**config.mk**
```make
export PLATFORM = sky130hd
export DESIGN_NAME = lpfd_out_stage
export DESIGN_NICKNAME = d
export VERILOG_FILES = /design/src/lpfd_pkg.sv /design/src/lpfd_out_stage.sv
export SDC_FILE = /design/constraint.sdc
export NUM_CORES = 1
export LEC_CHECK = 0
export BUFFER_PORTS_ARGS = -buffer_cell sky130_fd_sc_hd__buf_2
export CORE_ASPECT_RATIO = 0.7
export CORE_MARGIN = 1
export CORE_UTILIZATION = 40
export DETAILED_ROUTE_END_ITERATION = 16
export GPL_TIMING_DRIVEN = 0
export PLACE_DENSITY_LB_ADDON = 0.15
export SETUP_SLACK_MARGIN = 0.1
export SLEW_MARGIN = 20
export SYNTH_ARGS = -nofsm -noshare
export SYNTH_HDL_FRONTEND = slang
export SYNTH_SLANG_ARGS = --single-unit
```
**constraint.sdc**
```tcl
create_clock -name clk_i -period 0.8 [get_ports clk_i]
set_clock_uncertainty 0.1 [all_clocks]
set_input_delay 0 -clock clk_i [delete_from_list [all_inputs] [get_ports clk_i]]
set_output_delay 0 -clock clk_i [all_outputs]
set_load 0.01 [all_outputs]
```
**src/lpfd_pkg.sv**
```systemverilog
// Package for the length-prefixed frame deframer.
// Holds item types, result and error codes, register indexes and fixed widths.
// No dependencies.
package lpfd_pkg;

  localparam int unsigned ByteW       = 8;
  localparam int unsigned PayloadLenW = 24;
  localparam int unsigned CfgIndexW   = 2;
  localparam int unsigned CfgDataW    = 24;
  localparam int unsigned LenFieldW   = 32;

  localparam logic [LenFieldW-1:0] HeaderExtra = 32'd3;
  localparam logic [1:0]           LenLastIdx  = 2'd3;

  localparam logic [1:0] KindHeader  = 2'd0;
  localparam logic [1:0] KindPayload = 2'd1;
  localparam logic [1:0] KindError   = 2'd2;

  localparam logic [1:0] ErrShortLength   = 2'd0;
  localparam logic [1:0] ErrOversized     = 2'd1;
  localparam logic [1:0] ErrUnknownChannel = 2'd2;

  localparam logic [CfgIndexW-1:0] CfgControlCode = 2'd0;
  localparam logic [CfgIndexW-1:0] CfgVideoCode   = 2'd1;
  localparam logic [CfgIndexW-1:0] CfgMaxPayload  = 2'd2;

  localparam logic [ByteW-1:0]       ResetControlCode = 8'd0;
  localparam logic [ByteW-1:0]       ResetVideoCode   = 8'd1;
  localparam logic [CfgDataW-1:0]    ResetMaxPayload  = 24'hFFFFFF;

  typedef enum logic [4:0] {
    PhLength  = 5'b00001,
    PhChannel = 5'b00010,
    PhType    = 5'b00100,
    PhFlags   = 5'b01000,
    PhPayload = 5'b10000
  } phase_e;

  typedef struct packed {
    logic [ByteW-1:0] stream_byte;
  } in_item_t;

  typedef struct packed {
    logic [1:0]             result_kind;
    logic [ByteW-1:0]       channel_id;
    logic [ByteW-1:0]       message_type;
    logic [ByteW-1:0]       frame_flags;
    logic [PayloadLenW-1:0] payload_length;
    logic [ByteW-1:0]       payload_byte;
    logic                   last_of_frame;
    logic [1:0]             error_code;
  } out_item_t;

  typedef struct packed {
    logic halted;
    logic in_payload;
  } parse_status_t;

endpackage

```
**src/lpfd_out_stage.sv**
```systemverilog
// Result register of the frame deframer: holds one result item for the sink.
// Depends on lpfd_pkg.
module lpfd_out_stage (
  input  logic                clk_i,
  input  logic                rst_ni,
  input  logic                load_i,
  input  lpfd_pkg::out_item_t item_i,
  output logic                space_o,
  output logic                valid_o,
  output lpfd_pkg::out_item_t item_o,
  input  logic                ready_i
);

  logic                valid_q;
  lpfd_pkg::out_item_t item_q;

  assign space_o = !valid_q || ready_i;
  assign valid_o = valid_q;
  assign item_o  = item_q;

  always_ff @(posedge clk_i or negedge rst_ni) begin
    if (!rst_ni) begin
      valid_q <= 1'b0;
    end else if (load_i) begin
      valid_q <= 1'b1;
    end else if (ready_i) begin
      valid_q <= 1'b0;
    end
  end

  always_ff @(posedge clk_i) begin
    if (load_i) begin
      item_q <= item_i;
    end
  end

endmodule

```
=== Yosys cells after proc, flatten, opt, wreduce, memory -nomap -nowiden ===
Cells that the tools add are included.

* Muxes and demuxes: 2
* Reductions and logical operators: 3

{| class="wikitable"
|+ Operators by type and width
! cell !! count
|-
| $mux 1 || 2
|-
| $reduce_bool 2->1 || 1
|-
| $logic_not 1->1 || 1
|-
| $logic_or 1x1->1 || 1
|}

* Bits in registers: 62
* Output and inout port bits: 63
* Logic and storage cells: 14

=== Depth between registers and ports, before layout ===
* Word-level depth: 2
* Mapped depth: 2
* Mapped depth without buffers: 2

=== Least setup slack after synthesis ===
OpenSTA, ideal clock, no wires.

* Path kind: register to register
* From: register valid_o (netlist name)
* To: register valid_q, in the netlist valid_o
* Library setup time: 0.121 ns
* Data arrival time: 0.568 ns
* Required time: 0.579 ns
* Path slack: 0.011 ns
* Stages on the path, launching flop included: 3
* Buffers on the path: 0
* Cell sequence: dfrtp_1 nand2b_4 nand2b_2

{| class="wikitable"
|+ RTL lines
! item !! RTL line !! RTL
|-
| end signal, assigned || lpfd_out_stage.sv:23 || <nowiki>valid_q <= 1'b0;</nowiki>
|-
| end signal, assigned || lpfd_out_stage.sv:25 || <nowiki>valid_q <= 1'b1;</nowiki>
|-
| end signal, assigned || lpfd_out_stage.sv:27 || <nowiki>valid_q <= 1'b0;</nowiki>
|-
| end, declared || lpfd_out_stage.sv:14 || <nowiki>logic valid_q;</nowiki>
|}

=== Worst setup path in the final report ===
* From: register valid_q, in the netlist valid_o
* To: output space_o

* Longest elaborated chain between the ends: 2

{| class="wikitable"
|+ RTL lines
! item !! RTL line !! RTL
|-
| $logic_not 1->1 || lpfd_out_stage.sv:17 || <nowiki>assign space_o = !valid_q || ready_i;</nowiki>
|-
| $logic_or 1x1->1 || lpfd_out_stage.sv:17 ||
|-
| end, declared || lpfd_out_stage.sv:8 || <nowiki>output logic space_o,</nowiki>
|}

No other way between the ends.

==> impl_metrics.csv <==
group,metric,value,unit
grt,grt_antenna_before_repair,0,
drt,drt_first_iter_violations,81,
sta,rsz_0062_raised_after_global_routing,"true",
yosys,yosysSeqAreaShare,98.8,%
setup_path,critical-path-top-delay-family,"flip-flops",
drt,routed_via_density,4.27,
clocking,cts_max_level,3,
final_layout,area_delta_synth_final,79.7,%
clocking,cts_tree,"done",
drt,detailedRoute.firstPassIterationCount,10,
clocking,cts.root.buffer_cell,"sky130_fd_sc_hd__clkbuf_8",
setup_path,worst_ep_required_time,700,ps
setup_path,timing.critical_path.cells,"nand2b_4 > buf_6",
run_status,failing_checks,"design-rule violations, negative hold slack, negative setup slack",
yosys,ys_seq_elements,62,
floorplanning,design.die.area,4980,sq um
floorplanning,top_level_ports,128,
yosys,synthCells,64,
placement,port_buffers,127,
drt,post-route-drc-count,18,
floorplanning,core-area,4430,sq um
floorplanning,num_rows,20,
hold_path,holdCritPathClass,"input pin to async pin",
final_layout,fill_cell_total_of_the_finished_layout,255,
grt,grt_remaining_overflow,0,
power,leakage,1.47,nW
floorplanning,die_height,59.3,um
power,ir_drop_worst_vdd,1130,uV
sta,worst_slack_on_hold_paths,-108,ps
sta,worst_slew_margin_rel,64.1,%
drt,ant_nets,0,
setup_path,cp_slowest_cell,"sky130_fd_sc_hd__dfrtp_1",
placement,preCtsSetupSlack,-305,ps
clocking,clock_sinks,62,
grt,grt_max_degree,63,
final_layout,antenna_cells_inserted,0,
setup_path,worst_setup_path_end_kind,"output pin",
sta,max_freq,0.991,GHz
power,cellPowerDensity,2020,nW/um^2
sta,timing.setup.tns,-8060,ps
clocking,inserted_clock_buffers,9,
yosys,synthesis.area_per_instance,29.4,sq um
yosys,synth.lib_cells_used.distinct,4,
yosys,syn_area,1880,sq um
floorplanning,die_w,83.9,um
setup_path,worstPathMaxFanout,2,
clocking,clkLatencyLatePin,320,ps
setup_path,timing.critical_path.arrival,910,ps
sta,final_hold_viol_count,1,
floorplanning,floorplan.initialDensity,42.4,%
sta,post-route-period-util,126,%
setup_path,worstSetupStartpointType,"flip-flop",
run,maxCapViolations,0,
final_layout,layout_cells_sized_above_1,53.0,%
setup_path,path_class,"flip-flop to output pin",
sta,max_slew.worst_pin.slew,539,ps
run_status,outcome,"finished, violations left",
grt,grt_first_pass_wirelength,6.38,mm
sta,timing.final.ws_setup,-209,ps
setup_path,crit_path_buf_inv_count,1,
sta,setup-violations-final,64,
grt,via_count_of_the_first_global_routing_pass,1366,
grt,globalRouteTotalUtil,18.3,%
clocking,clk_pin_slew,60,ps
setup_path,worst_path_largest_cell_delay,410,ps
drt,detailed_route_wire_length,4.32,mm
clocking,cts-root-to-sink-buffers,2,
sta,period_needed,1010,ps
sta,timing_max_transition_violations_final,0,
yosys,yosysWarningCount,0,
clocking,ctsHoldBuffers,62,
yosys,postSynthNetCount,129,
drt,avgRoutedWirePerCell,13.4,um
final_layout,number_of_nets_in_the_final_layout,331,
drt,detailroute.via_count,1378,
placement,globalplace.congestion,0.647,
## cells in the mapped netlist
cell	n	share of area [%]
sky130_fd_sc_hd__edfxtp_1	61	97
sky130_fd_sc_hd__nand2b_4	1	0.73
sky130_fd_sc_hd__nand2b_2	1	0.47
sky130_fd_sc_hd__dfrtp_1	1	1.3
## metrics by stage
| stage | total power, mW | area (sq um) | util, % | cells |
|---|---|---|---|---|
| 2_1_floorplan | 4.15 | 1880 | - | 64 |
| 3_3_place_gp | 4.56 | 2580 | 58.3 | 246 |
| 3_5_place_dp | 4.58 | 2590 | 58.4 | 246 |
| 4_1_cts | 6.91 | 3370 | 76.0 | 322 |
| 5_1_grt | 7.13 | 3380 | 76.2 | 323 |
| 6_report | 6.83 | 3380 | 76.2 | 323 |
## repair_timing
action                                 in CTS  in global routing
resized for setup                           2                  1
cloned                                      0                  0
endpoints found under the hold margin      63                  1
setup buffers                               1                  1
pin swaps                                   0                  0
setup endpoints to repair                 125                 64
## flip-flops by register name (all words and copies together), names as in the netlist
| signal | flops |
|---|---|
| valid_o | 1 |
| item_o | 61 |
## routing by layer
metal	wire length, um	GRT usage [%]	vias to the layer above
met5	0	0	-
met4	83	10.6	0
met3	440	8.77	9
met2	2210	31.0	82
met1	1580	19.3	630
li1	-	-	657
## kinds of logic (layout without fill, tap and decap cells)
kind of cell | count (synthesis) | count (layout) | share of synthesized area (%)
buffers and inverters | 0 | 204 | 0
AND/OR/NAND/NOR | 2 | 2 | 1.20
flip-flops | 62 | 62 | 98.8
## placed cells by master, fill, tap and decap left out, drive strengths merged
cell type and n:
nand2b 2, dlygate4sd3 62, buf 129, clkbuf 9, edfxtp 61, dfrtp 1
clkinv 4
## area by class of cell
type	count	area, sq um	share of cell area, %
Multi-Input combinational cell	2	22.5	0.667
Timing Repair Buffer	191	1290	38.1
Clock inverter	4	17.5	0.519
Clock buffer	9	124	3.67
Tap cell	55	68.8	2.04
Sequential cell	62	1860	55.0
## worst register-to-register path: stages (launching register included)
cell	delay, ps
sky130_fd_sc_hd__dfrtp_1	410
sky130_fd_sc_hd__nand2b_4	90
sky130_fd_sc_hd__buf_4	110
sky130_fd_sc_hd__buf_6	80
sky130_fd_sc_hd__nand2b_2	50
## final timing paths
path | from | to | slack (ps) | cells after the start
max | valid_o$_DFFE_PN0P_ | space_o | -210 | 2
min | rst_ni | valid_o$_DFFE_PN0P_ | -110 | 2
max reg2reg | valid_o$_DFFE_PN0P_ | valid_o$_DFFE_PN0P_ | -140 | 4
min reg2reg | valid_o$_DFFE_PN0P_ | valid_o$_DFFE_PN0P_ | 660 | 4
max in group asynchronous | rst_ni | valid_o$_DFFE_PN0P_ | 620 | 2
min in group clk_i | ready_i | valid_o$_DFFE_PN0P_ | 40 | 5
## where the power goes
group          internal (mW)  switching, mW  leakage, nW  total (mW)
registers               3.85         0.0619        0.608        3.92
clock network           1.04           1.02       0.0757        2.05
logic                  0.490          0.369        0.784       0.859
(Power assumes the default switching activity.)
