--- config.mk ---
export PLATFORM = sky130hd
export DESIGN_NAME = lpfd_in_stage
export DESIGN_NICKNAME = d
export VERILOG_FILES = /design/src/lpfd_pkg.sv /design/src/lpfd_in_stage.sv
export SDC_FILE = /design/constraint.sdc
export NUM_CORES = 1
export LEC_CHECK = 0
export BUFFER_PORTS_ARGS = -buffer_cell sky130_fd_sc_hd__buf_2
export CAP_MARGIN = 20
export CORE_AREA = 2 2 39 41
export DETAILED_ROUTE_END_ITERATION = 8
export DIE_AREA = 0 0 41 43
export GPL_TIMING_DRIVEN = 0
export PLACE_DENSITY = 0.48
export SYNTH_ARGS = -nofsm -noshare
export SYNTH_HDL_FRONTEND = slang
export SYNTH_SLANG_ARGS = --single-unit
--- constraint.sdc ---
create_clock -name clk_i -period 1.78 [get_ports clk_i]
set_input_delay 0.267 -clock clk_i [delete_from_list [all_inputs] [get_ports clk_i]]
set_output_delay 0.267 -clock clk_i [all_outputs]
set_load 0.05 [all_outputs]
--- src/lpfd_pkg.sv ---
// Package for the length-prefixed frame deframer.
// Holds item types, result and error codes, register indexes and fixed widths.
// No dependencies.
package lpfd_pkg;

  localparam int unsigned ByteW       = 8;
  localparam int unsigned PayloadLenW = 24;
  localparam int unsigned CfgIndexW   = 2;
  localparam int unsigned CfgDataW    = 24;
  localparam int unsigned LenFieldW   = 32;

  localparam logic [LenFieldW-1:0] HeaderExtra = 32'd3;
  localparam logic [1:0]           LenLastIdx  = 2'd3;

  localparam logic [1:0] KindHeader  = 2'd0;
  localparam logic [1:0] KindPayload = 2'd1;
  localparam logic [1:0] KindError   = 2'd2;

  localparam logic [1:0] ErrShortLength   = 2'd0;
  localparam logic [1:0] ErrOversized     = 2'd1;
  localparam logic [1:0] ErrUnknownChannel = 2'd2;

  localparam logic [CfgIndexW-1:0] CfgControlCode = 2'd0;
  localparam logic [CfgIndexW-1:0] CfgVideoCode   = 2'd1;
  localparam logic [CfgIndexW-1:0] CfgMaxPayload  = 2'd2;

  localparam logic [ByteW-1:0]       ResetControlCode = 8'd0;
  localparam logic [ByteW-1:0]       ResetVideoCode   = 8'd1;
  localparam logic [CfgDataW-1:0]    ResetMaxPayload  = 24'hFFFFFF;

  typedef enum logic [4:0] {
    PhLength  = 5'b00001,
    PhChannel = 5'b00010,
    PhType    = 5'b00100,
    PhFlags   = 5'b01000,
    PhPayload = 5'b10000
  } phase_e;

  typedef struct packed {
    logic [ByteW-1:0] stream_byte;
  } in_item_t;

  typedef struct packed {
    logic [1:0]             result_kind;
    logic [ByteW-1:0]       channel_id;
    logic [ByteW-1:0]       message_type;
    logic [ByteW-1:0]       frame_flags;
    logic [PayloadLenW-1:0] payload_length;
    logic [ByteW-1:0]       payload_byte;
    logic                   last_of_frame;
    logic [1:0]             error_code;
  } out_item_t;

  typedef struct packed {
    logic halted;
    logic in_payload;
  } parse_status_t;

endpackage

--- src/lpfd_in_stage.sv ---
// Input register of the frame deframer: holds one accepted stream byte.
// Depends on lpfd_pkg.
module lpfd_in_stage (
  input  logic                   clk_i,
  input  logic                   rst_ni,
  input  logic                   valid_i,
  input  logic [lpfd_pkg::ByteW-1:0] byte_i,
  output logic                   ready_o,
  input  logic                   advance_i,
  output logic                   valid_o,
  output logic [lpfd_pkg::ByteW-1:0] byte_o
);

  logic                       valid_q;
  logic [lpfd_pkg::ByteW-1:0] byte_q;

  assign ready_o = !valid_q || advance_i;
  assign valid_o = valid_q;
  assign byte_o  = byte_q;

  always_ff @(posedge clk_i or negedge rst_ni) begin
    if (!rst_ni) begin
      valid_q <= 1'b0;
    end else if (valid_i && ready_o) begin
      valid_q <= 1'b1;
    end else if (advance_i) begin
      valid_q <= 1'b0;
    end
  end

  always_ff @(posedge clk_i) begin
    if (valid_i && ready_o) begin
      byte_q <= byte_i;
    end
  end

endmodule

After elaboration in Yosys (flattened, before gate mapping)
Index checks and enable logic that the tools add are counted.

storage, ports and cells
  output and inout bits = 10
  logic and storage cells = 8
  bits in registers = 9

cells by class
  reduce and logical (&&, ||, !) cells = 4
  multiplexer cells = 2

operators with widths
  operator            number
  2-to-1 mux 1 bit    2
  nonzero test 2 bit  1
  logical AND 1 bit   1
  zero test 1 bit     1
  logical OR 1 bit    1

Longest topological paths before layout
Gate-level depths: netlist of the first run.

  depth in word-level cells = 4
  gate-level depth with buffers = 2

Least setup slack after synthesis of the first run
Ideal clock, no wire load.

  kind = flip-flop to flip-flop
  from = register valid_q, in the netlist valid_o
  to = register byte_q, in the netlist byte_o[0] (enable)
  cell stages (with the launch flop) = 3
  clock period less this slack = 1353 ps
  setup slack = 427 ps
  data arrival time = 1104 ps
  cell sequence = dfrtp_1 > nand2b_4 > and2_4

on the way
  word-level cells in the longest chain between the ends = 3

ends and longest elaborated chain
  what                    line                 source
  from (decl)             lpfd_in_stage.sv:14  logic valid_q;
  from (signal assigned)  lpfd_in_stage.sv:23  valid_q <= 1'b0;
  from (signal assigned)  lpfd_in_stage.sv:25  valid_q <= 1'b1;
  from (signal assigned)  lpfd_in_stage.sv:27  valid_q <= 1'b0;
  zero test 1 bit         lpfd_in_stage.sv:17  assign ready_o = !valid_q || advance_i;
  logical OR 1 bit        lpfd_in_stage.sv:17
  via ready_o             lpfd_in_stage.sv:8   output logic ready_o,
  logical AND 1 bit       lpfd_in_stage.sv:32  if (valid_i && ready_o) begin
  to (signal assigned)    lpfd_in_stage.sv:33  byte_q <= byte_i;
  to (decl)               lpfd_in_stage.sv:15  logic [lpfd_pkg::ByteW-1:0] byte_q;

The timed path passes the listed nets, and every way through them passes these cells.
A chain may end at the register's enable or synchronous reset.

Worst setup path in the final report of the first run
  from = register valid_q, in the netlist valid_o
  to = output port ready_o

on the way
  word-level cells in the longest chain between the ends = 2

ends and longest elaborated chain
  what              line
  zero test 1 bit   lpfd_in_stage.sv:17
  logical OR 1 bit  lpfd_in_stage.sv:17
  to (decl)         lpfd_in_stage.sv:8

Every way passes these cells.

==> results of run 1 <==
-- per-stage QoR --
| stage | hold slack, ns | utilization [%] | cell area [um^2] |
|---|---|---|---|
| global placement | 0.0416 | 30.3 | 419 |
| floorplan | -0.0286 | - | 294 |
| detailed placement | 0.0441 | 30.3 | 419 |
| finish | 0.180 | 33.0 | 457 |
| global route | 0.162 | 33.0 | 457 |
| CTS | 0.169 | 33.0 | 457 |
-- area by class of cell --
type	count	area, um^2
Clock inverter	1	5.00
Tap cell	16	20.0
Timing Repair Buffer	22	115
Sequential cell	9	265
Multi-Input combinational cell	3	28.8
Fill cell	143	927
Clock buffer	3	22.5
-- path summary, 6_finish.rpt --
check / startpoint / slack, ns / cells after the start / end
setup reg to reg: valid_o$_DFFE_PN0P_ / 0.80 / 2 / byte_o[4]$_DFFE_PP_
min in group asynchronous: rst_ni / 0.31 / 2 / valid_o$_DFFE_PN0P_
max in group asynchronous: rst_ni / 1.39 / 2 / valid_o$_DFFE_PN0P_
hold / removal: byte_i[1] / 0.18 / 1 / byte_o[1]$_DFFE_PP_
hold reg to reg: valid_o$_DFFE_PN0P_ / 0.55 / 2 / valid_o$_DFFE_PN0P_
setup / recovery: valid_o$_DFFE_PN0P_ / 0.52 / 2 / ready_o
-- layer usage --
layer  track usage [%]  vias to the layer above  wire, um
met5                 0                        -         0
met4              8.00                        0         0
met3              3.66                        0        79
met2              10.0                       17       277
met1              7.00                       90       194
li1                  -                       95         -
-- flip-flops by register name (all words and copies together), names as in the netlist --
signal / count
byte_o: 8
valid_o: 1
-- cell usage after synthesis --
cell                       number  share of area, %
sky130_fd_sc_hd__edfxtp_1       8                82
sky130_fd_sc_hd__dfrtp_1        1               8.5
sky130_fd_sc_hd__and2_4         1               3.0
sky130_fd_sc_hd__nand2b_1       1               2.1
sky130_fd_sc_hd__nand2b_4       1               4.7
-- cells by family (layout without fill, tap and decap cells) --
group         count (synthesis)  after routing  synth area share, %
flops                         9              9                 90.2
simple gates                  3              3                 9.79
buf+inv                       0             26                    0
-- power by group --
group,switching (uW),internal (uW)
Clock,73.2,82.7
Combinational,59.1,23.0
Sequential,3.39,244
-- layout by cell type, fill, tap and decap left out --
cell / instances
sky130_fd_sc_hd__buf_2: 21
sky130_fd_sc_hd__edfxtp_1: 8
sky130_fd_sc_hd__clkbuf_4: 3
sky130_fd_sc_hd__nand2b_4: 1
sky130_fd_sc_hd__and2_4: 1
sky130_fd_sc_hd__nand2b_1: 1
sky130_fd_sc_hd__clkinv_2: 1
sky130_fd_sc_hd__dlygate4sd3_1: 1
sky130_fd_sc_hd__dfrtp_1: 1
==> metrics.yaml, run 1 <==
clock_network:
  post_cts_resize_count: 0
  clock_latency_on_the_worst_skew_pair_ns: 0.26
  cts.root.buffer_cell: "sky130_fd_sc_hd__clkbuf_4"
  tritoncts_num_sinks: 9
  cts-root-to-sink-buffers: 2
  clk_transition_reported_paths_ns: 0.07
  postCtsSetupBuffers: 0
  number_of_levels_the_h_tree_was_split_into: 1
  tritoncts_clock_tree: "built"
  hold_buf_count_cts: 1
  tritoncts.num_buffers: 3
placed_design:
  worst_setup_slack_before_clock_tree_synthesis_ns: 0.790
  globalplace.congestion: 0.552
  dp.cells: 49
  io_buffers: 21
min_path:
  worst_hold_path_type: "input port to flip-flop"
grt:
  groute.usage.overall_pct: 7.31
  gr-total-overflow: 0
  maximum_number_of_pins_on_one_net_before_global_route_repair: 9
  antenna_violations_before_repair: 0
  vias_in_the_first_global_route: 216
  grt_pass1_wl_um: 793
sta:
  report.final.slew_viol_count: 0
  worst_clock_skew_ns: 0.00759
  worst_slew_margin_rel_pct: 83.4
  final-setup-viol-count: 0
  achievable-frequency_mhz: 792
  final_min_period_over_clock_period_pct: 71.0
  hold_violations: 0
  postLayoutSetupSlackWorst_ns: 0.517
  final_layout_setup_total_negative_slack_ns: 0
  period_minus_slack_ns: 1.26
  grt_setup_unrepaired: "false"
  worstMarginPinSlew_ns: 0.251
routing:
  remaining_drc_errors: 0
  total_number_of_vias: 202
  drt_iter0_drc: 0
  drt-pass1-iter-count: 1
  routed_wl_um: 551
  via_cell_ratio: 3.74
  drt.antenna.violating_nets: 0
  post_drt_wl_per_cell_um: 10.2
worst_setup_path:
  slowest_delay_ns: 0.40
  timing_worst_setup_path_type: "flip-flop to primary output"
  critical_path.top_delay_family: "flip-flops"
  critical_path.endpoint_type: "primary output"
  crit_path_cell_trace: "nand2b_4, buf_2"
  crit_path_top_delay_cell: "sky130_fd_sc_hd__dfrtp_1"
  worstPathArrival_ns: 1.00
  data_required_time_of_the_critical_path_ns: 1.51
  critical_path_peak_fanout: 3
  crit_buf_inv: 1
  critPathLaunchType: "flip-flop"
logic_synthesis:
  ys_warn_count: 0
  syn_area_um2: 294
  postSynthCellCount: 12
  yosys_register_bits: 9
  synth.distinct_cells: 5
  syn-mean-instance-area_um2: 24.5
  ys_seq_area_share_pct: 90.2
  syn_nets: 24
layout:
  syn_to_final_growth_pct: 55.3
  drive_gt1_share_pct: 71.1
  num-nets-final: 51
  stdcell_count: 54
  n_antenna_cell: 0
floorplan:
  rows: 14
  die_w_um: 41
  initial_util_pct: 21.2
  placeableCoreArea_um2: 1380
  floorplan.die_area_um2: 1760
  ios: 22
  dieHeight_um: 43
pwr:
  p_total_uw: 485
  power_per_cell_area_nw_per_um2: 1060
  irDropWorstVdd_mv: 0.370
  leakagePower_uw: 0.000206
run_status:
  status: "complete, no violations"
job:
  max_cap_violations: 0
No activity file was read; power rests on OpenSTA's default activity.
==> run 2, diff against run 1 <==
PLACE_DENSITY = 0.5   (was 0.48)
clock period = 1.03 ns   (was 1.78 ns; I/O delays follow)
==> metrics.yaml, run 2 (synthesis gave the netlist of run 1 again) <==
pwr:
  power_per_cell_area_nw_per_um2: 1740  # +64%
  power.share.sequential_pct: 50.8  # -0.2 points
  p_comb_share_pct: 18.6  # +1.7 points
  internal_power_of_the_cells_uw: 624  # +78%
  power.share.switching_pct: 26.2  # -1.8 points
  leakagePower_uw: 0.000215  # +4.1%
  p_clk_share_pct: 30.5  # -1.6 points
  irDropWorstVdd_mv: 0.562  # +52%
  p_total_uw: 845  # +74%
  netSwitchingPower_uw: 221  # +63%
sta:
  achievable-frequency_mhz: 940
  worstMarginPinSlew_ns: 0.253  # +0.00234 ns
  final_min_period_over_clock_period_pct: 103
  period_minus_slack_ns: 1.06
  final-setup-viol-count: 2  # +2
  postLayoutSetupSlackWorst_ns: -0.0344  # -0.551 ns
  hold_violations: 0  # unchanged
  worst_clock_skew_ns: 0.00497  # -0.00263 ns
  grt_setup_unrepaired: "true"
  report.final.slew_viol_count: 0  # unchanged
  worst_slew_margin_rel_pct: 83.2  # -0.15 points
clock_network:
  tritoncts_clock_tree: "built"
  cts.root.buffer_cell: "sky130_fd_sc_hd__clkbuf_4"
  cts-root-to-sink-buffers: 2  # unchanged
  number_of_levels_the_h_tree_was_split_into: 1  # unchanged
  clk_transition_reported_paths_ns: 0.06  # about the same
  tritoncts_num_sinks: 9  # unchanged
  tritoncts.num_buffers: 3  # unchanged
  clock_latency_on_the_worst_skew_pair_ns: 0.25  # about the same
grt:
  grt_pass1_wl_um: 855  # +7.8%
  vias_in_the_first_global_route: 207  # -4.2%
  gr-total-overflow: 0  # unchanged
  maximum_number_of_pins_on_one_net_before_global_route_repair: 9  # unchanged
  groute.usage.overall_pct: 8.47  # +1.2 points
  antenna_violations_before_repair: 0  # unchanged
layout:
  mostFrequentLayoutCell: "sky130_fd_sc_hd__buf_2"
  drive_gt1_share_pct: 71.8  # +0.74 points
  multiInputGateArea_um2: 28.8  # unchanged
  layout_common_cells: "sky130_fd_sc_hd__buf_2 (16), sky130_fd_sc_hd__edfxtp_1 (8), sky130_fd_sc_hd__clkbuf_4 (4), sky130_fd_sc_hd__buf_4 (4)"
  finalCoreUtilization_pct: 35.0  # +2.0 points
  num-nets-final: 52  # +2.0%
  syn_to_final_growth_pct: 64.7
  seqCellArea_um2: 267  # +0.47%
  largest_reg_flops: 8  # unchanged
  n_antenna_cell: 0  # unchanged
  num-fill-cells: 149  # +4.2%
worst_setup_path:
  critPathLaunchType: "flip-flop"
  critical_path_peak_fanout: 3  # unchanged
  data_required_time_of_the_critical_path_ns: 0.88  # -0.63 ns
  timing_worst_setup_path_type: "flip-flop to primary output"
  worstPathArrival_ns: 0.91  # -0.09 ns
  critical_path.endpoint_type: "primary output"
floorplan:
  floorplan.die_area_um2: 1760  # unchanged
  placeableCoreArea_um2: 1380  # unchanged
  ios: 22  # unchanged
  rows: 14  # unchanged
  initial_util_pct: 21.2  # unchanged
  dieHeight_um: 43  # unchanged
  die_w_um: 41  # unchanged
placed_design:
  globalplace.congestion: 0.675  # +22%
  worst_setup_slack_before_clock_tree_synthesis_ns: 0.0470  # -0.743 ns
  io_buffers: 21  # unchanged
routing:
  drt-pass1-iter-count: 2  # +1
  via_cell_ratio: 3.67  # -1.8%
  drt_iter0_drc: 5  # +5
  post_drt_wl_per_cell_um: 10.8  # +6.2%
  routed_wl_um: 596  # +8.2%
  remaining_drc_errors: 0  # unchanged
  drt.antenna.violating_nets: 0  # unchanged
  total_number_of_vias: 202  # unchanged
run_status:
  failing_checks: "setup timing"
  status: "complete, but fails checks"
min_path:
  worst_hold_path_type: "input port to flip-flop"
job:
  max_cap_violations: 0  # unchanged
run 2: worst max-delay path, stage by stage (launching register included):
cell and delay, ns:
sky130_fd_sc_hd__dfrtp_2 0.42, sky130_fd_sc_hd__nand2b_4 0.09, sky130_fd_sc_hd__buf_8 0.14
run 2: path summary, 6_finish.rpt:
kind,from,endpoint,slack [ns],depth (start not counted)
worst min-delay path,byte_i[6],byte_o[6]$_DFFE_PP_,0.08,1
min in group asynchronous,rst_ni,valid_o$_DFFE_PN0P_,0.20,2
worst min register to register,valid_o$_DFFE_PN0P_,valid_o$_DFFE_PN0P_,0.67,3
worst max register to register,valid_o$_DFFE_PN0P_,byte_o[0]$_DFFE_PP_,0.03,2
max in group asynchronous,rst_ni,valid_o$_DFFE_PN0P_,0.73,2
worst max-delay path,valid_o$_DFFE_PN0P_,ready_o,-0.03,2
run 2: through the flow:
| stage | setup TNS, ns | instances | instance area (um^2) | hold slack [ns] |
|---|---|---|---|---|
| 6_report | -0.0656 | 55 | 484 | 0.0781 |
| 4_1_cts | -0.0898 | 54 | 467 | 0.0689 |
| 3_3_place_gp | 0 | 49 | 420 | -0.0706 |
| 2_1_floorplan | -1.63 | 12 | 295 | -0.141 |
| 5_1_grt | -0.201 | 55 | 484 | 0.0607 |
| 3_5_place_dp | 0 | 49 | 420 | -0.0695 |
run 2: repair_timing:
action | in CTS | in global routing
pin swaps | 0 | 1
resized for setup | 3 | 7
endpoints found under the hold margin | 1 | 0
endpoints found under the setup margin | 2 | 14
hold buffers | 1 | 0
setup buffers | 0 | 1
run 2: layout make-up:
class	instances	share of cell area [%]
multi-input cells	3	5.94
repair buffers	23	29.5
flip-flops and latches	9	55.0
well taps	16	4.13
clock buffers	4	5.43
run 2: routing by layer:
metal / vias up / GRT usage (%) / wire length [um] / part of all wire [%]
met5: - / 0 / 0 / 0
met4: 0 / 8.00 / 0 / 0
met3: 0 / 7.85 / 115 / 19
met2: 22 / 9.06 / 234 / 39
met1: 81 / 9.15 / 246 / 41
li1: 99 / - / - / -
run 2: power groups by stage:
stage / sequential, uW / clock [uW] / combinational (uW)
2_1_floorplan: 507 / 0 / 26.2
3_3_place_gp: 436 / 0 / 139
3_5_place_dp: 437 / 0 / 142
4_1_cts: 429 / 269 / 151
5_1_grt: 432 / 289 / 166
6_report: 429 / 258 / 157
==> run 3, diff against run 2 <==
BUFFER_PORTS_ARGS = -buffer_cell sky130_fd_sc_hd__buf_4   (was -buffer_cell sky130_fd_sc_hd__buf_2)
==> metrics.yaml, run 3 (synthesis gave the netlist of run 1 again) <==
floorplan:
  initial_util_pct: 21.2  # unchanged
  dieHeight_um: 43  # unchanged
  floorplan.die_area_um2: 1760  # unchanged
  rows: 14  # unchanged
  placeableCoreArea_um2: 1380  # unchanged
  die_w_um: 41  # unchanged
  ios: 22  # unchanged
placed_design:
  io_buffers: 21  # unchanged
  detailed_place.area_um2: 473  # +13%
  globalplace.congestion: 0.652  # -3.4%
min_path:
  worst_hold_path_type: "input port to flip-flop"
  timing.hold.worst_path_depth: 1  # unchanged
grt:
  maximum_number_of_pins_on_one_net_before_global_route_repair: 9  # unchanged
  gr-total-overflow: 0  # unchanged
  vias_in_the_first_global_route: 220  # +6.3%
  groute.usage.overall_pct: 8.16  # -0.31 points
  antenna_violations_before_repair: 0  # unchanged
  grt_pass1_wl_um: 890  # +4.1%
layout:
  layout_common_cells: "sky130_fd_sc_hd__buf_4 (21), sky130_fd_sc_hd__edfxtp_1 (8), sky130_fd_sc_hd__clkbuf_4 (3)"
  mostFrequentLayoutCell: "sky130_fd_sc_hd__buf_4"
  num-nets-final: 52  # unchanged
  syn_to_final_growth_pct: 78.3
  drive_gt1_share_pct: 71.8  # unchanged
  n_antenna_cell: 0  # unchanged
  finalCoreUtilization_pct: 37.9  # +2.9 points
  largest_reg_flops: 8  # unchanged
  final_cell_area_um2: 524  # +8.3%
clock_network:
  clk_transition_reported_paths_ns: 0.06  # about the same
  number_of_levels_the_h_tree_was_split_into: 1  # unchanged
  tritoncts.num_buffers: 3  # unchanged
  clock_latency_on_the_worst_skew_pair_ns: 0.25  # about the same
  cts.root.buffer_cell: "sky130_fd_sc_hd__clkbuf_4"
  tritoncts_clock_tree: "built"
  cts-root-to-sink-buffers: 2  # unchanged
  tritoncts_num_sinks: 9  # unchanged
routing:
  drt_iter0_drc: 0  # -5
  drt-pass1-iter-count: 1  # -1
  post_drt_wl_per_cell_um: 11.0  # +1.8%
  routed_wl_um: 607  # +1.8%
  drt.antenna.violating_nets: 0  # unchanged
  via_cell_ratio: 3.60  # -2.0%
  total_number_of_vias: 198  # -2.0%
  remaining_drc_errors: 0  # unchanged
worst_setup_path:
  r2r_setup_slack_ns: 0.03  # about the same
  critPathLaunchType: "flip-flop"
  critical_path_peak_fanout: 3  # unchanged
  worstRegToRegCells: 2  # unchanged
  data_required_time_of_the_critical_path_ns: 0.88  # about the same
  critical_path.endpoint_type: "primary output"
  worstPathArrival_ns: 0.90  # about the same
  timing_worst_setup_path_type: "flip-flop to primary output"
sta:
  grt_setup_unrepaired: "true"
  worst_clock_skew_ns: 0.00260  # -0.00236 ns
  fin_hold_ws_ns: 0.0753  # -0.00278 ns
  worstMarginPinSlew_ns: 0.150  # -0.103 ns
  achievable-frequency_mhz: 944  # +0.53%
  report.final.slew_viol_count: 0  # unchanged
  hold_violations: 0  # unchanged
  final-setup-viol-count: 1  # -1
  final_min_period_over_clock_period_pct: 103  # -0.54 points
  postLayoutSetupSlackWorst_ns: -0.0288  # +0.00558 ns
  period_minus_slack_ns: 1.06  # -0.00558 ns
  worst_slew_margin_rel_pct: 90.1  # +6.8 points
pwr:
  leakagePower_uw: 0.000229  # +6.7%
  p_total_uw: 863  # +2.2%
  irDropWorstVdd_mv: 0.642  # +14%
  power_per_cell_area_nw_per_um2: 1650  # -5.6%
run_status:
  failing_checks: "setup timing"
  status: "complete, but fails checks"
job:
  max_cap_violations: 0  # unchanged
-- run 3: critical path, cell delays in order, from the launching register on --
cell                       delay [ns]
sky130_fd_sc_hd__dfrtp_2         0.42
sky130_fd_sc_hd__nand2b_4        0.09
sky130_fd_sc_hd__buf_8           0.14
-- run 3: routing by layer --
metal / wire length [um] / GRT usage (%)
met1: 249 / 8.81
met2: 239 / 10.3
met3: 118 / 4.71
met4: 0 / 8.00
met5: 0 / 0
-- run 3: per-stage QoR --
| stage | cells | setup slack [ns] | TNS (ns) |
|---|---|---|---|
| 6_report | 55 | -0.0288 | -0.0288 |
| 3_3_place_gp | 49 | 0.0577 | 0 |
| 4_1_cts | 55 | -0.0440 | -0.0493 |
| 5_1_grt | 55 | -0.0616 | -0.0812 |
| 2_1_floorplan | 12 | -0.204 | -1.63 |
| 3_5_place_dp | 49 | 0.0441 | 0 |
-- run 3: power breakdown --
group / switching (uW) / leakage [uW] / internal, uW
Clock: 109 / 0.0000150 / 148
Sequential: 7.47 / 0.0000862 / 423
Combinational: 105 / 0.000128 / 70.8
-- run 3: final cells by class --
cell class                 count  area (um^2)
fill                         148          860
sequential                     9          267
timing repair buffer          23          183
multi-input combinational      3         28.8
clock buffer                   4         26.3
tap                           16         20.0
-- run 3: final timing paths --
check,end,startpoint
worst max-delay path,ready_o,valid_o$_DFFE_PN0P_
worst min-delay path,byte_o[4]$_DFFE_PP_,byte_i[4]
worst max register to register,byte_o[6]$_DFFE_PP_,valid_o$_DFFE_PN0P_
worst min register to register,valid_o$_DFFE_PN0P_,valid_o$_DFFE_PN0P_
max in group asynchronous,valid_o$_DFFE_PN0P_,rst_ni
min in group asynchronous,valid_o$_DFFE_PN0P_,rst_ni
-- run 3: timing repair --
| item | 4_1_cts | 5_1_grt |
|---|---|---|
| hold endpoints to repair | 1 | 0 |
| hold buffers | 1 | 0 |
| endpoints found under the setup margin | 2 | 2 |
| pin swaps | 0 | 0 |
| gates resized for setup | 2 | 0 |
| cloned | 0 | 0 |
| setup buffers | 1 | 0 |
