$ cat src/lpfd_pkg.sv
// Package for the length-prefixed frame deframer.
// Holds item types, result and error codes, register indexes and fixed widths.
// No dependencies.
package lpfd_pkg;

  localparam int unsigned ByteW       = 8;
  localparam int unsigned PayloadLenW = 24;
  localparam int unsigned CfgIndexW   = 2;
  localparam int unsigned CfgDataW    = 24;
  localparam int unsigned LenFieldW   = 32;

  localparam logic [LenFieldW-1:0] HeaderExtra = 32'd3;
  localparam logic [1:0]           LenLastIdx  = 2'd3;

  localparam logic [1:0] KindHeader  = 2'd0;
  localparam logic [1:0] KindPayload = 2'd1;
  localparam logic [1:0] KindError   = 2'd2;

  localparam logic [1:0] ErrShortLength   = 2'd0;
  localparam logic [1:0] ErrOversized     = 2'd1;
  localparam logic [1:0] ErrUnknownChannel = 2'd2;

  localparam logic [CfgIndexW-1:0] CfgControlCode = 2'd0;
  localparam logic [CfgIndexW-1:0] CfgVideoCode   = 2'd1;
  localparam logic [CfgIndexW-1:0] CfgMaxPayload  = 2'd2;

  localparam logic [ByteW-1:0]       ResetControlCode = 8'd0;
  localparam logic [ByteW-1:0]       ResetVideoCode   = 8'd1;
  localparam logic [CfgDataW-1:0]    ResetMaxPayload  = 24'hFFFFFF;

  typedef enum logic [4:0] {
    PhLength  = 5'b00001,
    PhChannel = 5'b00010,
    PhType    = 5'b00100,
    PhFlags   = 5'b01000,
    PhPayload = 5'b10000
  } phase_e;

  typedef struct packed {
    logic [ByteW-1:0] stream_byte;
  } in_item_t;

  typedef struct packed {
    logic [1:0]             result_kind;
    logic [ByteW-1:0]       channel_id;
    logic [ByteW-1:0]       message_type;
    logic [ByteW-1:0]       frame_flags;
    logic [PayloadLenW-1:0] payload_length;
    logic [ByteW-1:0]       payload_byte;
    logic                   last_of_frame;
    logic [1:0]             error_code;
  } out_item_t;

  typedef struct packed {
    logic halted;
    logic in_payload;
  } parse_status_t;

endpackage

$ cat src/lpfd_parser.sv
// Frame parser: configuration registers, frame phase state and result logic.
// Depends on lpfd_pkg.
module lpfd_parser #(
  parameter int unsigned PAYLOAD_COUNT_BITS = 24
) (
  input  logic                                clk_i,
  input  logic                                rst_ni,
  input  logic                                advance_i,
  input  logic [lpfd_pkg::ByteW-1:0]          byte_i,
  input  logic                                cfg_we_i,
  input  logic [lpfd_pkg::CfgIndexW-1:0]      cfg_index_i,
  input  logic [lpfd_pkg::CfgDataW-1:0]       cfg_data_i,
  output logic                                res_valid_o,
  output lpfd_pkg::out_item_t                 res_o,
  output lpfd_pkg::parse_status_t             status_o
);

  localparam logic [32:0] CountMask = (33'd1 << PAYLOAD_COUNT_BITS) - 33'd1;

  logic [lpfd_pkg::ByteW-1:0]    ctrl_code_q, video_code_q;
  logic [lpfd_pkg::CfgDataW-1:0] max_payload_q;

  lpfd_pkg::phase_e              phase_q, phase_d;
  logic [1:0]                    idx_q, idx_d;
  logic [23:0]                   accum_q, accum_d;
  logic [PAYLOAD_COUNT_BITS-1:0] left_q, left_d;
  logic [PAYLOAD_COUNT_BITS-1:0] held_len_q, held_len_d;
  logic [lpfd_pkg::ByteW-1:0]    held_ch_q, held_ch_d;
  logic [lpfd_pkg::ByteW-1:0]    held_type_q, held_type_d;
  logic [lpfd_pkg::ByteW-1:0]    held_flags_q;
  logic                          halted_q, halted_d;

  logic [lpfd_pkg::LenFieldW-1:0] frame_len, pay_len;
  logic [32:0]                    limit;
  logic [PAYLOAD_COUNT_BITS-1:0]  left_dec;
  logic                           hdr_err;
  logic [1:0]                     err_code;

  always_ff @(posedge clk_i or negedge rst_ni) begin
    if (!rst_ni) begin
      ctrl_code_q   <= lpfd_pkg::ResetControlCode;
      video_code_q  <= lpfd_pkg::ResetVideoCode;
      max_payload_q <= lpfd_pkg::ResetMaxPayload;
    end else if (cfg_we_i) begin
      unique case (cfg_index_i)
        lpfd_pkg::CfgControlCode: ctrl_code_q   <= cfg_data_i[lpfd_pkg::ByteW-1:0];
        lpfd_pkg::CfgVideoCode:   video_code_q  <= cfg_data_i[lpfd_pkg::ByteW-1:0];
        lpfd_pkg::CfgMaxPayload:  max_payload_q <= cfg_data_i;
        default: ;
      endcase
    end
  end

  assign frame_len = {byte_i, accum_q};
  assign pay_len   = frame_len - lpfd_pkg::HeaderExtra;
  assign limit     = (33'(max_payload_q) > CountMask) ? CountMask : 33'(max_payload_q);
  assign left_dec  = (left_q != '0) ? left_q - 1'b1 : left_q;

  always_comb begin
    phase_d     = phase_q;
    idx_d       = idx_q;
    accum_d     = accum_q;
    left_d      = left_q;
    held_len_d  = held_len_q;
    held_ch_d   = held_ch_q;
    held_type_d = held_type_q;
    halted_d    = halted_q;
    hdr_err     = 1'b0;
    err_code    = lpfd_pkg::ErrShortLength;
    res_valid_o = 1'b0;
    res_o                = '0;
    res_o.channel_id     = held_ch_q;
    res_o.message_type   = held_type_q;
    res_o.payload_length = lpfd_pkg::PayloadLenW'(held_len_q);

    if (advance_i && !halted_q) begin
      unique case (phase_q)
        lpfd_pkg::PhLength: begin
          if (idx_q != lpfd_pkg::LenLastIdx) begin
            unique case (idx_q)
              2'd0:    accum_d[7:0]   = byte_i;
              2'd1:    accum_d[15:8]  = byte_i;
              default: accum_d[23:16] = byte_i;
            endcase
            idx_d = idx_q + 2'd1;
          end else begin
            idx_d   = '0;
            accum_d = '0;
            if (frame_len < lpfd_pkg::HeaderExtra) begin
              hdr_err  = 1'b1;
              err_code = lpfd_pkg::ErrShortLength;
            end else if (33'(pay_len) > limit) begin
              hdr_err  = 1'b1;
              err_code = lpfd_pkg::ErrOversized;
            end else begin
              held_len_d = PAYLOAD_COUNT_BITS'(pay_len);
              phase_d    = lpfd_pkg::PhChannel;
            end
          end
        end
        lpfd_pkg::PhChannel: begin
          if (byte_i != ctrl_code_q && byte_i != video_code_q) begin
            hdr_err  = 1'b1;
            err_code = lpfd_pkg::ErrUnknownChannel;
          end else begin
            held_ch_d = byte_i;
            phase_d   = lpfd_pkg::PhType;
          end
        end
        lpfd_pkg::PhType: begin
          held_type_d = byte_i;
          phase_d     = lpfd_pkg::PhFlags;
        end
        lpfd_pkg::PhFlags: begin
          left_d              = held_len_q;
          res_valid_o         = 1'b1;
          res_o.result_kind   = lpfd_pkg::KindHeader;
          res_o.frame_flags   = byte_i;
          res_o.last_of_frame = (held_len_q == '0);
          phase_d = (held_len_q == '0) ? lpfd_pkg::PhLength : lpfd_pkg::PhPayload;
        end
        lpfd_pkg::PhPayload: begin
          left_d              = left_dec;
          res_valid_o         = 1'b1;
          res_o.result_kind   = lpfd_pkg::KindPayload;
          res_o.frame_flags   = held_flags_q;
          res_o.payload_byte  = byte_i;
          res_o.last_of_frame = (left_dec == '0);
          if (left_dec == '0) begin
            phase_d = lpfd_pkg::PhLength;
          end
        end
        default: begin
          phase_d = lpfd_pkg::PhLength;
          idx_d   = '0;
          accum_d = '0;
        end
      endcase

      if (hdr_err) begin
        halted_d    = 1'b1;
        res_valid_o = 1'b1;
        res_o       = '0;
        res_o.result_kind = lpfd_pkg::KindError;
        res_o.error_code  = err_code;
      end
    end
  end

  // hold the flags byte alongside the other header fields for payload items
  always_ff @(posedge clk_i) begin
    if (advance_i && !halted_q && phase_q == lpfd_pkg::PhFlags) begin
      held_flags_q <= byte_i;
    end
  end

  always_ff @(posedge clk_i or negedge rst_ni) begin
    if (!rst_ni) begin
      phase_q  <= lpfd_pkg::PhLength;
      idx_q    <= '0;
      accum_q  <= '0;
      halted_q <= 1'b0;
    end else begin
      phase_q  <= phase_d;
      idx_q    <= idx_d;
      accum_q  <= accum_d;
      halted_q <= halted_d;
    end
  end

  always_ff @(posedge clk_i) begin
    left_q      <= left_d;
    held_len_q  <= held_len_d;
    held_ch_q   <= held_ch_d;
    held_type_q <= held_type_d;
  end

  assign status_o.halted     = halted_q;
  assign status_o.in_payload = (phase_q == lpfd_pkg::PhPayload);

endmodule

$ cat config.mk
export PLATFORM = sky130hd
export DESIGN_NAME = lpfd_parser
export DESIGN_NICKNAME = d
export VERILOG_FILES = /design/src/lpfd_pkg.sv /design/src/lpfd_parser.sv
export SDC_FILE = /design/constraint.sdc
export NUM_CORES = 1
export LEC_CHECK = 0
export ABC_AREA = 0
export ABC_CLOCK_PERIOD_IN_PS = 12200
export BUFFER_PORTS_ARGS = -buffer_cell sky130_fd_sc_hd__buf_2
export CORE_MARGIN = 2
export CORE_UTILIZATION = 63
export DETAILED_ROUTE_END_ITERATION = 10
export PLACE_DENSITY = 0.86
export SKIP_CTS_REPAIR_TIMING = 1
export SLEW_MARGIN = 30
export SYNTH_ARGS = -nofsm -noshare
export SYNTH_HDL_FRONTEND = slang
export SYNTH_SLANG_ARGS = --single-unit
$ cat constraint.sdc
create_clock -name clk_i -period 12.2 [get_ports clk_i]
set_input_delay 1.83 -clock clk_i [delete_from_list [all_inputs] [get_ports clk_i]]
set_output_delay 1.83 -clock clk_i [all_outputs]
set_load 0.01 [all_outputs]
Yosys cells after proc, flatten, opt, wreduce, memory -nomap -nowiden. Index checks and enable logic that the tools add are counted.

Logic and storage cells: 105. Bits in registers: 144. Memory bits (writable): 0. ROM bits: 0. Output and inout bits: 64. Latch bits: 0. Memories: 0.

Muxes and demuxes: 36. $add $sub $neg: 3. Shift operators: 0. $lt $le $gt $ge: 2. Bitwise operators: 5. Divide/modulo/power cells: 0. Equal/unequal tests: 19. Reduce and logical (&&, ||, !) cells: 26. Multiply operators: 0.

Operators with widths (number): 61-bit two-way mux (2); 24-bit one-hot mux with 2 select lines (2); 24-bit logical NOT (2); 24-bit two-way mux (2); 32-bit by 24-bit greater-than comparator with 1-bit output (1); 32-bit by 2-bit less-than comparator with 1-bit output (second input constant) (1); 8-bit two-way mux (4); 32-bit by 2-bit subtractor with 32-bit output (second input constant) (1); 5-bit two-way mux (6); 5-bit one-hot mux with 5 select lines (1); 24-bit nonzero test (1); 24-bit by 1-bit subtractor with 24-bit output (second input constant) (1); 8-bit != test (2); 8-bit one-hot mux with 2 select lines (1); 2-bit AND reduction (7); 1-bit two-way mux (12); 3-bit AND reduction (4); 2-bit != test (second input constant) (5); 2-bit one-hot mux with 2 select lines (2); 3-bit by 2-bit != test with 1-bit output (second input constant) (2); 6-bit AND reduction (1); 5-bit by 1-bit equality test with 1-bit output (second input constant) (1); 5-bit by 2-bit equality test with 1-bit output (second input constant) (1); 5-bit by 3-bit equality test with 1-bit output (second input constant) (1); 17 further kinds (28).

Longest topological paths before layout. Gate-level depths: netlist of run 1.

Depth in word-level cells: 9. Depth in mapped cells: 16. Depth with buffers taken out: 15.

Worst setup path before layout of run 1. No wires, ideal clock.

Path type: input port to output port. From: input advance_i. To: output res_valid_o. Arrival: 4.341 ns. Stages: 4. Buffers on the path: 0. Setup slack: 6.029 ns. Data required time: 10.370 ns. Cell sequence: nor2b_1 nand2_1 nor3_1 nand2b_1.

Word-level cells in the longest chain between the ends: 2.

Ends and longest elaborated chain: from (decl) (RTL line lpfd_parser.sv:8) `input logic advance_i,`; 1-bit logical AND (RTL line lpfd_parser.sv:76) `if (advance_i && !halted_q) begin`; 1-bit two-way mux (RTL line lpfd_parser.sv:76); to (decl) (RTL line lpfd_parser.sv:13) `output logic res_valid_o,`.

Every way passes these cells.

==> impl_metrics.ini, run 1 <==
[run_status]
status = finished, final reports clean

[yosys]
syn_inst = 751
avgSynthCellArea_um2 = 10.8
yosysWarnings = 0
synth_nets = 819
synthAdderAreaFrac_pct = 4.62
synth_edf_count = 72
async_reset_ff_share_pct = 50.0
syn-cell-area_um2 = 8130
synth_compound_area_share_pct = 8.90
synth_ff_type = edfxtp_1
synth_top_family_by_area = simple AND/OR/NAND/NOR gates
ys_ff_latch = 144
yosys.area_share.simple_pct = 19.1
synthDistinctLibCells = 64
synthXorXnorAreaFrac_pct = 5.50
muxShareOfSynthArea_pct = 9.41
ys_seq_area_share_pct = 49.2

[routing]
first_iter_violations = 643
route.detailed.drc = 0
wl_per_cell_um = 20.2
drt.antenna.violating_nets = 0
dr_total_vias = 6440
viasPerCell = 6.26
drt-total-wl_mm = 20.8
first_pass_iters = 6

[power]
finalPower_w = 0.00180
sw_frac_of_total_pct = 33.3
p_int_w = 0.00120
leakage_nw = 3.85
pwr-share-clk_pct = 30.1
seqPwrFrac_pct = 38.9
switching_power_w = 0.000601
ir_worst_vdd_mv = 0.220
p_comb_share_pct = 31.0
power.density_nw_per_um2 = 191

[clock_tree]
cts_buffers = 17
cts-root-buf = clkbuf_16
cts.sinks = 144
cts.path.max_buffers = 2
clock_latency_ns = 0.43
cts_tree = yes
cts.clk_slew.worst_paths_ns = 0.06
h-tree-depth = 4

[setup_path]
worst-path-max-fanout = 31
start_kind = flop
critPathBufInv = 2
crit_arrival_ns = 5.40
cpPeakStageDelay_ns = 0.61
r2r_slack_ns = 7.32
worstSetupPathType = reg2out
required_ns = 10.37
cpLargestDelayFamily = simple AND/OR/NAND/NOR gates
end_kind = output port
cp_cell_sequence = or4_1 > or2_2 > nor2_1 > nand2_1 > xnor2_1 > ha_1 > nand4_1 > nor3_1 > a21boi_0 > o41a_1 > o31ai_1 > nand3_2 > a41oi_4 > buf_16 > and2_1 > buf_2
slowest_stage = or4_1

[placement]
pre_cts_slack_ns = 5.17
place_hpwl_mm = 15.0
portBuffers = 101
dpl_cell_area_um2 = 8790
dp.cells = 996
gp_congestion = 1.00

[floorplanning]
io_pins = 102
initial_utilization_pct = 64.4
die-area_um2 = 13800
num_rows = 41
die_w_um = 118
die_y_um = 118
core_area_um2 = 12600

[sta]
finalClockSkew_ns = 0.0102
report.final.slew_viol_count = 0
worstMarginPinSlew_ns = 0.863
fin_crit_ns = 7.23
slew_headroom_pct = 42.4
fin_ws_ns = 4.97
max_clock_freq_ghz = 0.138
min_period_over_period_pct = 59.3
setup_tns_ns = 0
finalHoldViolations = 0
setup-violations-final = 0
rsz0062_at_grt = false

[grt]
grt_use_total_pct = 30.5
grt_pass1_vias = 6374
grt_pass1_wl_mm = 32.9
grt_overflow_total = 0
antenna_found_initial = 0
grt_max_degree = 73

[finish]
syn2layout_area_growth_pct = 16.2
num_antenna_cells = 0
layout-drive-gt1-share_pct = 28.5
stdcell_count = 1029
layout.nets = 912
design_area_um2 = 9440

[run]
maxCapViolations = 0

[min_path]
hold_path.class = reg2reg
## Yosys cell counts (all sizes together), types with 25 or more instances
cell type	number	share of area [%]
nor4	25	2.0
dfrtp	46	14
clkbuf	30	1.4
mux2	67	9.3
and2	63	4.9
edfxtp	72	27
inv	34	1.6
ha	30	4.6
nor2	46	2.1
xnor2	33	3.6
dfstp	26	8.4
o21ai	29	1.8
nand2	50	2.3
## logic make-up after synthesis
kind of cell             Yosys count
AND/OR/NAND/NOR                  285
flip-flops                       144
multiplexers                      68
buffers and inverters             68
AO/OA/AOI/OAI                    105
XOR/XNOR                          51
adder cells (fa/ha/maj)           30
## final cells by class
cell class	instances	area, um2
clock buffers	20	457
repair buffers	108	586
flip-flops and latches	144	4000
well taps	172	215
multi-input cells	539	3890
clock inverters	12	163
inverters	34	128
fillers	853	3180
## cell usage in the layout (no fill, tap or decap), types with 4 or more instances in the layout
master and instances:
ha_1 30, dfstp_2 26, a21boi_0 4, a21o_1 4
nand3_1 14, nor3_1 20, a31oi_1 5, bufinv_16 4
or4_1 7, dfrtp_1 46, buf_2 101, nand2_1 50
nand4_1 14, xor2_1 18, o21ai_0 29, nor2b_1 6
nor4_1 24, nor2_1 45, buf_4 4, a21oi_1 17
and2_1 63, nand2b_1 12, a22oi_1 9, clkbuf_16 17
edfxtp_1 72, xnor2_1 33, o31ai_1 7, inv_1 34
mux2_2 67, nand3b_1 4
## through the flow
stage	utilization, %	hold WS, ns
2_1_floorplan	-	0.472
3_3_place_gp	69.4	0.500
3_5_place_dp	69.6	0.519
4_1_cts	74.5	0.532
5_1_grt	74.8	0.542
6_report	74.8	0.531
## worst paths after layout
kind,startpoint,endpoint,cells past startpoint
max,accum_q[8]$_DFFE_PN0P_,res_o[55],16
min,idx_q[1]$_DFFE_PN0P_,idx_q[1]$_DFFE_PN0P_,1
max reg2reg,accum_q[8]$_DFFE_PN0P_,held_len_q[16]$_DFFE_PP_,13
min reg2reg,idx_q[1]$_DFFE_PN0P_,idx_q[1]$_DFFE_PN0P_,1
max in group asynchronous,rst_ni,halted_q$_DFFE_PN0P_,2
min in group asynchronous,rst_ni,accum_q[12]$_DFFE_PN0P_,2
## flip-flops by register name, summed over array words and instances (netlist names)
| register | flops |
|---|---|
| held_flags_q | 8 |
| held_type_q | 8 |
| idx_q | 2 |
| ctrl_code_q | 8 |
| held_ch_q | 8 |
| phase_q | 5 |
| halted_q | 1 |
| left_q | 24 |
| held_len_q | 24 |
| max_payload_q | 24 |
| video_code_q | 8 |
| accum_q | 24 |
## layer usage
metal	track usage (%)	vias up	wire length, um
met2	50.3	335	10300
met3	6.88	61	1540
met4	14.4	0	678
met5	0	-	0
li1	-	2906	-
met1	38.3	3138	8300
## power by group through the flow
stage / Clock (W) / Sequential (W) / Combinational, W
2_1_floorplan: 0 / 0.000675 / 0.000400
3_3_place_gp: 0 / 0.000700 / 0.000515
3_5_place_dp: 0 / 0.000707 / 0.000541
4_1_cts: 0.000549 / 0.000699 / 0.000549
5_1_grt: 0.000568 / 0.000712 / 0.000614
6_report: 0.000543 / 0.000702 / 0.000559
Note: power is estimated with default switching activity, not from simulation.
==> run 2: changes to the inputs <==
--- a/config.mk
+++ b/config.mk
@@ -6,12 +6,12 @@
 export NUM_CORES = 1
 export LEC_CHECK = 0
 export ABC_AREA = 0
-export ABC_CLOCK_PERIOD_IN_PS = 12200
+export ABC_CLOCK_PERIOD_IN_PS = 7100
 export BUFFER_PORTS_ARGS = -buffer_cell sky130_fd_sc_hd__buf_2
 export CORE_MARGIN = 2
-export CORE_UTILIZATION = 63
+export CORE_UTILIZATION = 59
 export DETAILED_ROUTE_END_ITERATION = 10
-export PLACE_DENSITY = 0.86
+export PLACE_DENSITY = 0.81
 export SKIP_CTS_REPAIR_TIMING = 1
 export SLEW_MARGIN = 30
 export SYNTH_ARGS = -nofsm -noshare
==> constraint.sdc (replaced) <==
create_clock -name clk_i -period 7.1 [get_ports clk_i]
set_input_delay 1.065 -clock clk_i [delete_from_list [all_inputs] [get_ports clk_i]]
set_output_delay 1.065 -clock clk_i [all_outputs]
set_load 0.01 [all_outputs]
==> run 2 against run 1 <==
Net effect: global-route usage shrank 1.8 points; sequential cell count is the same; clock power grew 56%; die area grew 6.5%; critical path type unchanged; critical endpoint is now res_o[21]; largest cell class unchanged; largest power group unchanged.
==> impl_metrics.ini, run 2 (synthesized netlist as in run 1, its figures left out) <==
[run_status]
status = finished, final reports clean

[sta]
setup-violations-final = 0
setup_tns_ns = 0
fin_crit_ns = 6.48
worstMarginPinSlew_ns = 0.861
rsz0062_at_grt = false
slew_headroom_pct = 42.5
finalClockSkew_ns = 0.00825
min_period_over_period_pct = 91.3
report.final.slew_viol_count = 0
finalHoldViolations = 0
fin_ws_ns = 0.616
max_clock_freq_ghz = 0.154

[setup_path]
r2r_slack_ns = 2.14
crit_arrival_ns = 5.42
required_ns = 6.03
worst-path-max-fanout = 31
worstSetupPathType = reg2out
end_kind = output port
start_kind = flop

[routing]
route.detailed.drc = 0
drt-total-wl_mm = 20.4
dr_wl_met2_mm = 10.2
wl_met3_mm = 1.19
highest_layer = met4
dr_total_vias = 6304
first_pass_iters = 6
wl_per_cell_um = 19.8
drt.antenna.violating_nets = 0
viasPerCell = 6.11
met1_length_mm = 8.42
first_iter_violations = 476

[clock_tree]
h-tree-depth = 4
clock_latency_ns = 0.42
cts_tree = yes
cts.path.max_buffers = 2
cts_buffers = 17
cts-root-buf = clkbuf_16
cts.sinks = 144
cts.clk_slew.worst_paths_ns = 0.06

[floorplanning]
io_pins = 102
die-area_um2 = 14700
initial_utilization_pct = 60.9
core_area_um2 = 13300
num_rows = 42
die_w_um = 121
die_y_um = 121

[placement]
gp_congestion = 0.930
portBuffers = 101
pre_cts_slack_ns = 0.904
place_hpwl_mm = 14.9

[min_path]
hold_path.class = reg2reg

[finish]
syn2layout_area_growth_pct = 15.5
postLayoutCoreUtil_pct = 70.3
fillers = 975
num_antenna_cells = 0
layout.nets = 911
final_common_cell = buf_2
mostFrequentLayoutCells = buf_2, edfxtp_1, mux2_2
layout-drive-gt1-share_pct = 28.4

[power]
ir_worst_vdd_mv = 0.255
power.density_nw_per_um2 = 322
leakage_nw = 3.81

[run]
maxCapViolations = 0

[grt]
grt_use_total_pct = 28.7
grt_pass1_vias = 6191
grt_max_degree = 73
antenna_found_initial = 0
grt_overflow_total = 0
grt_pass1_wl_mm = 31.8
run 2: metrics by stage:
stage               hold WS, ns  std cells  power [W]  instance area, um2
finish                    0.528       1032    0.00302                9380
global route              0.543       1032    0.00317                9380
CTS                       0.530       1031    0.00301                9350
detailed placement        0.516        999    0.00216                8800
global placement          0.510        998    0.00210                8760
floorplan                 0.472        751    0.00185                8130
run 2: report_power, final:
group	switching, W	internal (W)
clock	0.000347	0.000498
sequential	0.000152	0.00106
combinational	0.000562	0.000408
run 2: metal layers:
layer	vias to the layer above	global-route usage (%)
li1	2920	-
met1	3060	37.1
met2	270	48.1
met3	54	4.89
met4	0	11.5
met5	-	0
run 2: critical path, cell delays in order, from the launching register on:
cell,delay (ns)
dfrtp_1,0.44
or4_1,0.65
nor4_1,0.68
nand2_1,0.14
xnor2_1,0.36
ha_1,0.34
nand4_1,0.17
nor3_1,0.10
a21boi_0,0.14
o41a_1,0.43
o31ai_1,0.34
nand3_2,0.21
a41oi_4,0.50
buf_16,0.21
and2_1,0.15
buf_2,0.13
run 2: cell type report:
class,instances,area [um2],area share (%)
clock buffer,22,464,4.95
inverter,34,128,1.36
timing repair buffer,107,578,6.16
tap,176,220,2.35
multi-input combinational,539,3910,41.6
clock inverter,10,90.1,0.960
sequential,144,4000,42.6
run 2: worst paths after layout:
path                       cells past startpoint                  startpoint                          to
setup / recovery                              15      accum_q[3]$_DFFE_PN0P_                   res_o[21]
hold reg to reg                                1  ctrl_code_q[4]$_DFFE_PN0P_  ctrl_code_q[4]$_DFFE_PN0P_
min in group asynchronous                      2                      rst_ni     accum_q[15]$_DFFE_PN0P_
max in group asynchronous                      2                      rst_ni      phase_q[4]$_DFFE_PN0P_
hold / removal                                 1  ctrl_code_q[4]$_DFFE_PN0P_  ctrl_code_q[4]$_DFFE_PN0P_
setup reg to reg                              12      accum_q[3]$_DFFE_PN0P_     held_len_q[3]$_DFFE_PP_
==> run 3: changes to the inputs <==
--- a/config.mk
+++ b/config.mk
@@ -9,9 +9,10 @@
 export ABC_CLOCK_PERIOD_IN_PS = 7100
 export BUFFER_PORTS_ARGS = -buffer_cell sky130_fd_sc_hd__buf_2
 export CORE_MARGIN = 2
-export CORE_UTILIZATION = 59
+export CORE_UTILIZATION = 61
+export CTS_BUF_LIST = sky130_fd_sc_hd__clkbuf_4
 export DETAILED_ROUTE_END_ITERATION = 10
-export PLACE_DENSITY = 0.81
+export PLACE_DENSITY = 0.83
 export SKIP_CTS_REPAIR_TIMING = 1
 export SLEW_MARGIN = 30
 export SYNTH_ARGS = -nofsm -noshare
==> run 3 against run 2 <==
Net effect: global-route usage rose by 0.39 points; sequential share of layout area rose by 1.3 points; highest routed layer unchanged; non-clock buffer count rose by 1; cell count barely moved; clock power fell by 40%; critical endpoint is now res_o[12].
==> impl_metrics.ini, run 3 (synthesized netlist as in run 1, its figures left out) <==
[finish]
layout.nets = 912
postLayoutCoreUtil_pct = 69.3
num_antenna_cells = 0
fillers = 1016
layout-drive-gt1-share_pct = 28.9
syn2layout_area_growth_pct = 12.1
mostFrequentLayoutCells = buf_2, edfxtp_1, mux2_2
final_common_cell = buf_2
stdcell_count = 1033

[floorplanning]
die_w_um = 119
io_pins = 102
die-area_um2 = 14300
initial_utilization_pct = 61.8
num_rows = 42
core_area_um2 = 13100
die_y_um = 119

[setup_path]
start_kind = flop
slowest_stage = or4_1
crit_arrival_ns = 5.50
required_ns = 6.03
cp_cell_sequence = or4_1 > nor4_1 > nand2_1 > xnor2_1 > ha_1 > nand4_1 > nor3_1 > a21boi_0 > o41a_1 > o31ai_1 > nand3_2 > a41oi_4 > buf_16 > and2_1 > buf_2
critPathBufInv = 2
cpLargestDelayFamily = simple AND/OR/NAND/NOR gates
worst-path-max-fanout = 34
end_kind = output port
cpPeakStageDelay_ns = 0.67
worstSetupPathType = reg2out

[grt]
grt_pass1_wl_mm = 31.7
grt_use_total_pct = 29.0
antenna_found_initial = 0
grt_max_degree = 73
grt_overflow_total = 0
grt_pass1_vias = 6224

[sta]
fin_crit_ns = 6.57
min_period_over_period_pct = 92.5
slew_headroom_pct = 46.3
report.final.slew_viol_count = 0
finalHoldWorstSlack_ns = 0.546
max_clock_freq_ghz = 0.152
finalClockSkew_ns = 0.0149
rsz0062_at_grt = false
setup_tns_ns = 0
setup-violations-final = 0
worstMarginPinSlew_ns = 0.805
finalHoldViolations = 0

[min_path]
hold_path.class = reg2reg

[run]
maxCapViolations = 0

[clock_tree]
h-tree-depth = 4
cts.sinks = 144
clock_latency_ns = 0.56
cts.path.max_buffers = 2
cts_tree = yes
cts-root-buf = clkbuf_4
cts_buffers = 17
cts.clk_slew.worst_paths_ns = 0.12

[routing]
wl_per_cell_um = 19.2
viasPerCell = 6.08
route.detailed.drc = 0
drt-total-wl_mm = 19.9
first_iter_violations = 628
first_pass_iters = 7
drt.antenna.violating_nets = 0
dr_total_vias = 6276

[power]
leakage_nw = 3.71
power.density_nw_per_um2 = 293
ir_worst_vdd_mv = 0.195

[run_status]
status = finished, final reports clean

[placement]
portBuffers = 101
gp_congestion = 0.959
dp.cells = 1000
place_hpwl_mm = 14.9
==> run 3: cell types whose count changed in the layout (fill, tap and decap cells not counted), moves of 2 or more <==
cell / delta
inv_4: +3
clkinvlp_4: -2
clkbuf_8: -2
clkbuf_16: -17
clkbuf_4: +18
clkbuf_1: -3
==> run 3: cell type report <==
class | instances | area, um2 | share of cell area, %
inverter | 34 | 128 | 1.40
timing repair buffer | 108 | 586 | 6.43
multi-input combinational | 539 | 3910 | 42.9
clock inverter | 14 | 138 | 1.51
tap | 176 | 220 | 2.42
sequential | 144 | 4000 | 43.9
clock buffer | 18 | 135 | 1.48
==> run 3: worst reg2reg max path, delay by kind of cell (launching register included) <==
kind            cells  cell delay (ns)
compound gates      3             0.88
xor+xnor            1             0.36
fa+ha+maj           1             0.34
flops               1             0.46
simple gates        7             2.52
==> run 3: where the power goes <==
part           internal [W]  switching [W]  total [W]  leakage (nW)
Sequential          0.00105       0.000147    0.00120          1.50
Combinational      0.000406       0.000556   0.000962          2.05
Clock              0.000212       0.000295   0.000507         0.161
Total               0.00167       0.000998    0.00267          3.71
==> run 3: metrics by stage <==
stage | setup slack (ns) | instance area (um2) | total power (W)
finish | 0.533 | 9110 | 0.00267
CTS | 0.248 | 9080 | 0.00266
detailed placement | 0.888 | 8800 | 0.00215
global placement | 1.15 | 8770 | 0.00208
global route | 0.241 | 9110 | 0.00283
floorplan | 2.15 | 8130 | 0.00185
==> run 3: path summary, 6_finish.rpt <==
check / startpoint / end / slack, ns / cells after the start
worst max-delay path: accum_q[3]$_DFFE_PN0P_ / res_o[12] / 0.53 / 15
worst max register to register: accum_q[3]$_DFFE_PN0P_ / held_len_q[22]$_DFFE_PP_ / 2.18 / 12
worst min-delay path: idx_q[1]$_DFFE_PN0P_ / idx_q[1]$_DFFE_PN0P_ / 0.55 / 1
worst min register to register: idx_q[1]$_DFFE_PN0P_ / idx_q[1]$_DFFE_PN0P_ / 0.55 / 1
min in group asynchronous: rst_ni / accum_q[11]$_DFFE_PN0P_ / 0.60 / 2
max in group asynchronous: rst_ni / phase_q[1]$_DFFE_PN0P_ / 6.03 / 2
==> run 3: layer usage <==
metal	part of all wire, %	up-vias	global-route usage [%]
met5	0	-	0
li1	-	2908	-
met1	41	3043	36.6
met3	5.8	53	5.70
met2	50	272	49.4
met4	3.3	0	11.7
